--- config.mk ---
export PLATFORM = sky130hd
export DESIGN_NAME = spi_master_shift_engine_core
export DESIGN_NICKNAME = d
export VERILOG_FILES = /design/src/design/spims_pkg.sv /design/src/design/spims_step.sv /design/src/design/spi_master_shift_engine_core.sv
export SDC_FILE = /design/constraint.sdc
export NUM_CORES = 1
export LEC_CHECK = 0
export ABC_AREA = 1
export BUFFER_PORTS_ARGS = -buffer_cell sky130_fd_sc_hd__buf_2
export CORE_ASPECT_RATIO = 1.5
export CORE_MARGIN = 8
export CORE_UTILIZATION = 35
export DETAILED_ROUTE_END_ITERATION = 16
export PLACE_DENSITY = 0.55
export SYNTH_ARGS = -nofsm -noshare
export SYNTH_HDL_FRONTEND = slang
export SYNTH_SLANG_ARGS = --single-unit
--- constraint.sdc ---
create_clock -name aclk -period 2.84 [get_ports aclk]
set_clock_uncertainty 0.05 [all_clocks]
set_input_delay 0.142 -clock aclk [delete_from_list [all_inputs] [get_ports aclk]]
set_output_delay 0.142 -clock aclk [all_outputs]
set_load 0.03 [all_outputs]
--- src/design/spims_pkg.sv ---
// Package for the SPI master shift engine: shared types, register map,
// reset values and small bit-manipulation helpers.
// No dependencies.
package spims_pkg;

    // Word limits
    localparam int MAX_WORD_BITS = 32;
    localparam int WORD_W        = 32;
    localparam int BITS_W        = 6;
    localparam int TICK_W        = 8;
    localparam int BYTES_W       = 3;
    localparam int MAX_BYTES     = 4;

    // APB register map
    localparam int ADDR_W = 5;
    localparam int DATA_W = 32;

    typedef enum logic [2:0] {
        REG_CPOL  = 3'd0,
        REG_CPHA  = 3'd1,
        REG_LSB   = 3'd2,
        REG_HALF  = 3'd3,
        REG_BYTES = 3'd4
    } spims_reg_t;

    // Register reset values
    localparam logic               CPOL_RESET  = 1'b0;
    localparam logic               CPHA_RESET  = 1'b0;
    localparam logic               LSB_RESET   = 1'b0;
    localparam logic [TICK_W-1:0]  HALF_RESET  = 8'd64;
    localparam logic [BYTES_W-1:0] BYTES_RESET = 3'd1;

    typedef struct packed {
        logic               cpol;
        logic               cpha;
        logic               lsb_first;
        logic [TICK_W-1:0]  half_period;
        logic [BYTES_W-1:0] word_bytes;
    } spims_cfg_t;

    // Engine state carried from tick to tick
    typedef struct packed {
        logic [WORD_W-1:0] tx_shift;
        logic [WORD_W-1:0] rx_shift;
        logic [BITS_W-1:0] bits_left;
        logic [TICK_W-1:0] tick_count;
        logic              clock_level;
        logic              half_phase;
        logic              active;
    } spims_state_t;

    // One result beat
    typedef struct packed {
        logic              sck;
        logic              mosi;
        logic              busy;
        logic              done;
        logic [WORD_W-1:0] rx_word;
    } spims_result_t;

    // Bit reversal, pure wiring
    function automatic logic [WORD_W-1:0] rev_word(input logic [WORD_W-1:0] v);
        logic [WORD_W-1:0] r;
        for (int i = 0; i < WORD_W; i++) begin
            r[i] = v[WORD_W-1-i];
        end
        return r;
    endfunction

    // Transfer length in bits from the byte-count register
    function automatic logic [BITS_W-1:0] word_bits(input logic [BYTES_W-1:0] nbytes);
        logic [BYTES_W-1:0] b;
        logic [BITS_W-1:0]  n;
        b = nbytes;
        if (b == '0) begin
            b = BYTES_W'(1);
        end
        if (b > BYTES_W'(MAX_BYTES)) begin
            b = BYTES_W'(MAX_BYTES);
        end
        n = {b, 3'b000};
        if (n > BITS_W'(MAX_WORD_BITS)) begin
            n = BITS_W'(MAX_WORD_BITS);
        end
        return n;
    endfunction

    // Low n bits set
    function automatic logic [WORD_W-1:0] bit_mask(input logic [BITS_W-1:0] n);
        logic [WORD_W-1:0] m;
        if (n >= BITS_W'(WORD_W)) begin
            m = '1;
        end else begin
            m = (WORD_W'(1) << n) - WORD_W'(1);
        end
        return m;
    endfunction

endpackage

--- src/design/spims_step.sv ---
// One tick of the SPI shift engine: next state and result beat from the
// current state, configuration and input beat. Pure combinational.
// Depends on spims_pkg.
module spims_step (
    input  spims_pkg::spims_cfg_t    cfg,
    input  spims_pkg::spims_state_t  state_q,
    input  logic                     start_req,
    input  logic [31:0]              tx_word,
    input  logic                     miso_in,
    output spims_pkg::spims_state_t  state_d,
    output spims_pkg::spims_result_t result
);

    logic [spims_pkg::TICK_W-1:0] hp;
    logic [spims_pkg::TICK_W-1:0] tick_inc;
    logic [spims_pkg::BITS_W-1:0] nbits;
    logic [spims_pkg::BITS_W-1:0] pad;
    logic [spims_pkg::WORD_W-1:0] tx_masked;
    logic                         done;
    logic [spims_pkg::WORD_W-1:0] rx_out;

    // Zero half period runs as one tick
    assign hp        = (cfg.half_period == '0) ? spims_pkg::TICK_W'(1) : cfg.half_period;
    assign tick_inc  = state_q.tick_count + spims_pkg::TICK_W'(1);
    assign nbits     = spims_pkg::word_bits(cfg.word_bytes);
    assign pad       = spims_pkg::BITS_W'(spims_pkg::WORD_W) - nbits;
    assign tx_masked = tx_word & spims_pkg::bit_mask(nbits);

    // State update
    always_comb begin
        state_d = state_q;
        done    = 1'b0;
        rx_out  = '0;
        if (!state_q.active) begin
            if (start_req) begin
                state_d.tx_shift    = cfg.lsb_first ? spims_pkg::rev_word(tx_masked)
                                                    : (tx_masked << pad);
                state_d.rx_shift    = '0;
                state_d.bits_left   = nbits;
                state_d.tick_count  = '0;
                state_d.half_phase  = 1'b0;
                state_d.active      = 1'b1;
                state_d.clock_level = cfg.cpol ^ cfg.cpha;
            end
        end else if (tick_inc >= hp) begin
            state_d.tick_count = '0;
            if (!state_q.half_phase) begin
                // sample edge
                state_d.half_phase  = 1'b1;
                state_d.clock_level = ~state_q.clock_level;
                state_d.rx_shift    = {state_q.rx_shift[spims_pkg::WORD_W-2:0], miso_in};
            end else begin
                // end of bit
                state_d.tx_shift   = {state_q.tx_shift[spims_pkg::WORD_W-2:0], 1'b0};
                state_d.bits_left  = state_q.bits_left - spims_pkg::BITS_W'(1);
                state_d.half_phase = 1'b0;
                if (state_d.bits_left == '0) begin
                    state_d.active = 1'b0;
                    done           = 1'b1;
                    rx_out = cfg.lsb_first ? (spims_pkg::rev_word(state_q.rx_shift) >> pad)
                                           : (state_q.rx_shift & spims_pkg::bit_mask(nbits));
                end else begin
                    // trailing edge (phase 0) or next shift edge (phase 1)
                    state_d.clock_level = ~state_q.clock_level;
                end
            end
        end else begin
            state_d.tick_count = tick_inc;
        end
        // idle clock follows polarity
        if (!state_d.active) begin
            state_d.clock_level = cfg.cpol;
        end
    end

    // Result beat
    always_comb begin
        result.sck     = state_d.clock_level;
        result.mosi    = state_d.active & state_d.tx_shift[spims_pkg::WORD_W-1];
        result.busy    = state_d.active;
        result.done    = done;
        result.rx_word = rx_out;
    end

endmodule

--- src/design/spi_master_shift_engine_core.sv ---
// SPI master shift engine, modes 0 to 3, one engine tick per input beat.
// A result beat is registered and presented the cycle after its input beat is accepted.
// Throughput: one input beat per cycle unless m_valid is held by a low m_ready;
// the result register accepts the next beat while its current beat is taken in the same cycle.
// Reset (aresetn low, synchronous): engine idle, configuration registers at defaults, m_valid cleared.
// Depends on spims_pkg and spims_step.
module spi_master_shift_engine_core (
    input  logic                           aclk,
    input  logic                           aresetn,
    // APB configuration port
    input  logic                           psel,
    input  logic                           penable,
    input  logic                           pwrite,
    input  logic [spims_pkg::ADDR_W-1:0]   paddr,
    input  logic [spims_pkg::DATA_W-1:0]   pwdata,
    output logic [spims_pkg::DATA_W-1:0]   prdata,
    output logic                           pready,
    // input channel
    input  logic                           s_valid,
    output logic                           s_ready,
    input  logic                           s_start_req,
    input  logic [31:0]                    s_tx_word,
    input  logic                           s_miso_in,
    // result channel
    output logic                           m_valid,
    input  logic                           m_ready,
    output logic                           m_sck_out,
    output logic                           m_mosi_out,
    output logic                           m_busy_res,
    output logic                           m_done_res,
    output logic [31:0]                    m_rx_word
);

    spims_pkg::spims_cfg_t    cfg_reg;
    spims_pkg::spims_state_t  state_reg;
    spims_pkg::spims_state_t  state_next;
    spims_pkg::spims_result_t result_next;
    spims_pkg::spims_result_t result_reg;
    logic                     m_valid_reg;
    logic                     cfg_wr;
    logic                     s_fire;
    spims_pkg::spims_reg_t    reg_sel;

    assign pready  = 1'b1;
    assign cfg_wr  = psel & penable & pwrite;
    assign reg_sel = spims_pkg::spims_reg_t'(paddr[4:2]);
    assign s_ready = ~m_valid_reg | m_ready;
    assign s_fire  = s_valid & s_ready;

    // Configuration registers
    always_ff @(posedge aclk) begin
        if (!aresetn) begin
            cfg_reg.cpol        <= spims_pkg::CPOL_RESET;
            cfg_reg.cpha        <= spims_pkg::CPHA_RESET;
            cfg_reg.lsb_first   <= spims_pkg::LSB_RESET;
            cfg_reg.half_period <= spims_pkg::HALF_RESET;
            cfg_reg.word_bytes  <= spims_pkg::BYTES_RESET;
        end else if (cfg_wr) begin
            unique case (reg_sel)
                spims_pkg::REG_CPOL:  cfg_reg.cpol        <= pwdata[0];
                spims_pkg::REG_CPHA:  cfg_reg.cpha        <= pwdata[0];
                spims_pkg::REG_LSB:   cfg_reg.lsb_first   <= pwdata[0];
                spims_pkg::REG_HALF:  cfg_reg.half_period <= pwdata[spims_pkg::TICK_W-1:0];
                spims_pkg::REG_BYTES: cfg_reg.word_bytes  <= pwdata[spims_pkg::BYTES_W-1:0];
                default: ;
            endcase
        end
    end

    // Register readback
    always_comb begin
        prdata = '0;
        unique case (reg_sel)
            spims_pkg::REG_CPOL:  prdata[0] = cfg_reg.cpol;
            spims_pkg::REG_CPHA:  prdata[0] = cfg_reg.cpha;
            spims_pkg::REG_LSB:   prdata[0] = cfg_reg.lsb_first;
            spims_pkg::REG_HALF:  prdata[spims_pkg::TICK_W-1:0] = cfg_reg.half_period;
            spims_pkg::REG_BYTES: prdata[spims_pkg::BYTES_W-1:0] = cfg_reg.word_bytes;
            default: ;
        endcase
    end

    // Tick logic
    spims_step u_step (
        .cfg       (cfg_reg),
        .state_q   (state_reg),
        .start_req (s_start_req),
        .tx_word   (s_tx_word),
        .miso_in   (s_miso_in),
        .state_d   (state_next),
        .result    (result_next)
    );

    // Engine state advances on each accepted beat
    always_ff @(posedge aclk) begin
        if (!aresetn) begin
            state_reg.tx_shift    <= '0;
            state_reg.rx_shift    <= '0;
            state_reg.bits_left   <= '0;
            state_reg.tick_count  <= '0;
            state_reg.clock_level <= spims_pkg::CPOL_RESET;
            state_reg.half_phase  <= 1'b0;
            state_reg.active      <= 1'b0;
        end else if (s_fire) begin
            state_reg <= state_next;
        end
    end

    // Result register
    always_ff @(posedge aclk) begin
        if (!aresetn) begin
            m_valid_reg <= 1'b0;
        end else if (s_fire) begin
            m_valid_reg <= 1'b1;
        end else if (m_ready) begin
            m_valid_reg <= 1'b0;
        end
    end

    always_ff @(posedge aclk) begin
        if (s_fire) begin
            result_reg <= result_next;
        end
    end

    assign m_valid    = m_valid_reg;
    assign m_sck_out  = result_reg.sck;
    assign m_mosi_out = result_reg.mosi;
    assign m_busy_res = result_reg.busy;
    assign m_done_res = result_reg.done;
    assign m_rx_word  = result_reg.rx_word;

    // Checks
    a_done_not_busy: assert property (@(posedge aclk) disable iff (!aresetn)
        m_valid && m_done_res |-> !m_busy_res)
        else $error("done beat reported busy");

    a_idle_lines: assert property (@(posedge aclk) disable iff (!aresetn)
        m_valid && !m_busy_res |-> !m_mosi_out && (m_sck_out == cfg_reg.cpol))
        else $error("idle beat with active serial lines");

    a_idle_phase: assert property (@(posedge aclk) disable iff (!aresetn)
        !state_reg.active |-> !state_reg.half_phase)
        else $error("half phase set while idle");

    a_bits_range: assert property (@(posedge aclk) disable iff (!aresetn)
        state_reg.bits_left <= spims_pkg::BITS_W'(spims_pkg::MAX_WORD_BITS))
        else $error("bit count out of range");

endmodule
==> metrics.txt <==
Worst Path Class, Setup flop to flop; global-route wire length before repair 36400 um; Iteration-0 DRC Markers 459; Reg2Reg Depth 16; CTS Buf Count 17; Cell Pwr Density 549 mW/mm^2; RD Place Congestion 0.858; most prevalent standard cell on the critical path nand2_4; GR Util All Layers 17.1%; Most used DFF post-synth dfxtp_1; syn_area_per_cell 7.24 um^2; Int Pwr 3.76 mW; Worst Hold Launch paddr[2]; clk slew on worst S/H paths 60 ps; post-DR wirelength/cell 16.3 um; Levels on crit path 16; Synth async-reset ratio 0%; Core Util, Final 43.9%; final setup margin 160 ps; Tot Pwr 5.21 mW; clock share of power 45.7%; R2R Setup Slk 160 ps; Final Cycle Share 94.4%; CTS tree yes; Initial Utilization 35.5%; #FFs+latches synth 132; final std cells w/o fill 1457; Overflow after GRT 0; Final Setup Violations 0; synth top area cells dfxtp_1 (25%), edfxtp_1 (14%), o21ai_0 (8.4%); clk buf depth 2; largest area contributor in the netlist dfxtp_1; number of enable flip-flop cells after synthesis 36; Sw Ratio 27.8%; HP Class input port to flop; clk sinks 132; Crit Path Max Fanout 13; CTS H-tree lvls 4; Max Freq 0.373 GHz; placed cell count 1402; Die W 137 um; WP data required 3110 ps; min cycle time layout 2680 ps; fillers 2282; FP Rows 66; Via density 5.18; Buf+Inv Stages, Crit Path 2; initial antenna violation count 0; Die H 197 um; crit end category flop; most common cell in the netlist nand2_1; CP Launch Type flop; final-report hold violation count 0; CTS root buffer clkbuf_16; Yosys cell types 49; # IOs 149; hold path cells 4; Hold Worst Slack 58.6 ps; routed vias 7542; Hold Path Sink cfg_reg[13]; number of port buffers 97; ant diodes 0; share of post-route cells with drive strength above 1 20.6%; max FFs per register 81; Syn Inst Count 1060; share of the synthesized area in the top cell type 25.1%; number of global-route vias before repair 7198; DRC 0; LEAKAGE 3.84 nW; status complete, no violations; slew margin rel. 38.3%; Core Area 0.0216 mm^2; Slew Limit Fails 0; crit-path cells ha_2, nand3_1, nand3b_1, xnor2_1, ha_1, nand2_1, o21a_1, nand2_4, nand2_4, nand2_4, nand2_4, inv_8, buf_12, nand3_1, a21oi_1, nor2_1; detailed placement HPWL 16900 um; clk_lat worst skew 430 ps; worst-path cell with the longest stage delay dfxtp_2; sequential area share after synthesis 39.1%; CP arrival 2950 ps; Worst R2R End state_reg[77]; Pre-Repair DR Iteration Count 5; Slew @ Worst Pin 925 ps; Top delay family on crit path simple AND/OR/NAND/NOR gates; CP peak stage delay 350 ps; most frequent cells after synthesis nand2_1 (159), nor2_1 (138), o21ai_0 (129), a21oi_1 (128), dfxtp_1 (96); Crit Reg-Reg Startpoint state_reg[3]; largest net degree at the start of global routing 78; Syn-to-layout area delta 23.7%; multi-input logic area 0.00398 mm^2; Detailed Route WL 23800 um; max cap viols 0; Worst Setup Slack post-DPL 75.1 ps; Post-Syn Area 0.00767 mm^2; Flop pwr share 40.5%; DIE AREA 0.0270 mm^2; Syn. warnings 0; P_sw 1.45 mW; Max IR drop VDD 0.453 mV; fin nets 1265; Combinational Power Share 13.8%; Storage cell area 0.00301 mm^2; Antenna Violating Nets Remaining 0
[cell families after synthesis]
| family | after synthesis | synth area share [%] |
|---|---|---|
| and+or+nand+nor | 371 | 20.5 |
| AOI/OAI and AO/OA | 344 | 25.3 |
| buffers and inverters | 190 | 11.8 |
| DFF | 132 | 39.1 |
| adders and majority gates | 15 | 2.45 |
| xor gates and xnor gates | 6 | 0.685 |
| other | 2 | 0.0979 |
[through the flow]
step | TNS [ps] | area [um^2]
2_1_floorplan | 0 | 7760
3_3_place_gp | 0 | 8440
3_5_place_dp | 0 | 8440
4_1_cts | 0 | 9170
5_1_grt | -77.2 | 9490
6_report | 0 | 9490
[power by group through the flow]
| stage | Combinational [mW] | Clock, mW | Sequential, mW |
|---|---|---|---|
| floorplan | 0.438 | 0 | 2.18 |
| global placement | 0.655 | 0 | 2.14 |
| detailed placement | 0.660 | 0 | 2.15 |
| CTS | 0.674 | 2.41 | 2.11 |
| global route | 0.790 | 2.49 | 2.12 |
| finish | 0.717 | 2.38 | 2.11 |
[repair_timing]
item / CTS / global route
setup buffers: 0 / 9
hold endpoints to repair: 14 / 0
resized for setup: 0 / 57
endpoints found under the setup margin: 0 / 88
hold buffers: 10 / 0
[layer usage]
layer / wire length [um] / global-route usage, % / vias up
li1: - / - / 3750
met1: 9480 / 18.7 / 3494
met5: 0 / 0 / -
met4: 807 / 9.29 / 0
met3: 1240 / 3.13 / 56
met2: 12300 / 30.4 / 242
[worst register-to-register path: stages (launching register included)]
cell and delay, ps:
dfxtp_2 350, ha_2 200, nand3_1 110, nand3b_1 200, xnor2_1 160, ha_1 290, nand2_1 70, o21a_1 230
nand2_4 150, nand2_4 80, nand2_4 80, nand2_4 80, inv_8 110, buf_12 140, nand3_1 90, a21oi_1 140
nor2_1 50
[cell usage in the layout (no fill, tap or decap), drive strengths merged, types with 2 or more instances in the layout]
cell type	n
o211ai	6
inv	107
o21ai	145
o22ai	12
a211oi	8
a22oi	15
dfxtp	96
nand3	46
nand3b	3
ha	15
xnor2	2
o21bai	8
buf	139
nor2	145
conb	25
xor2	4
clkinv	7
nand4	3
o21a	2
clkbuf	22
bufinv	4
clkinvlp	3
nand2	170
a31oi	7
dlygate4sd3	10
a21oi	129
edfxtp	36
nor3	2
o31ai	9
[how the worst max path moves through the flow]
stage / from / end / slack, ps
3_5_place_dp: state_reg[5] / state_reg[75] / 80
2_1_floorplan: state_reg[3] / state_reg[52] / 350
4_1_cts: state_reg[5] / state_reg[75] / 40
6_report: state_reg[3] / state_reg[77] / 160
5_1_grt: state_reg[3] / state_reg[19] / -10
3_3_place_gp: state_reg[5] / state_reg[75] / 90
[final cells by class]
cell class	count	share of cell area, %
Clock buffer	18	4.52
Clock inverter	14	2.12
Inverter	107	4.36
Multi-Input combinational cell	761	41.9
Sequential cell	132	31.7
Tap cell	272	3.59
Timing Repair Buffer	153	11.8
Power figures use the tool's default switching activity.
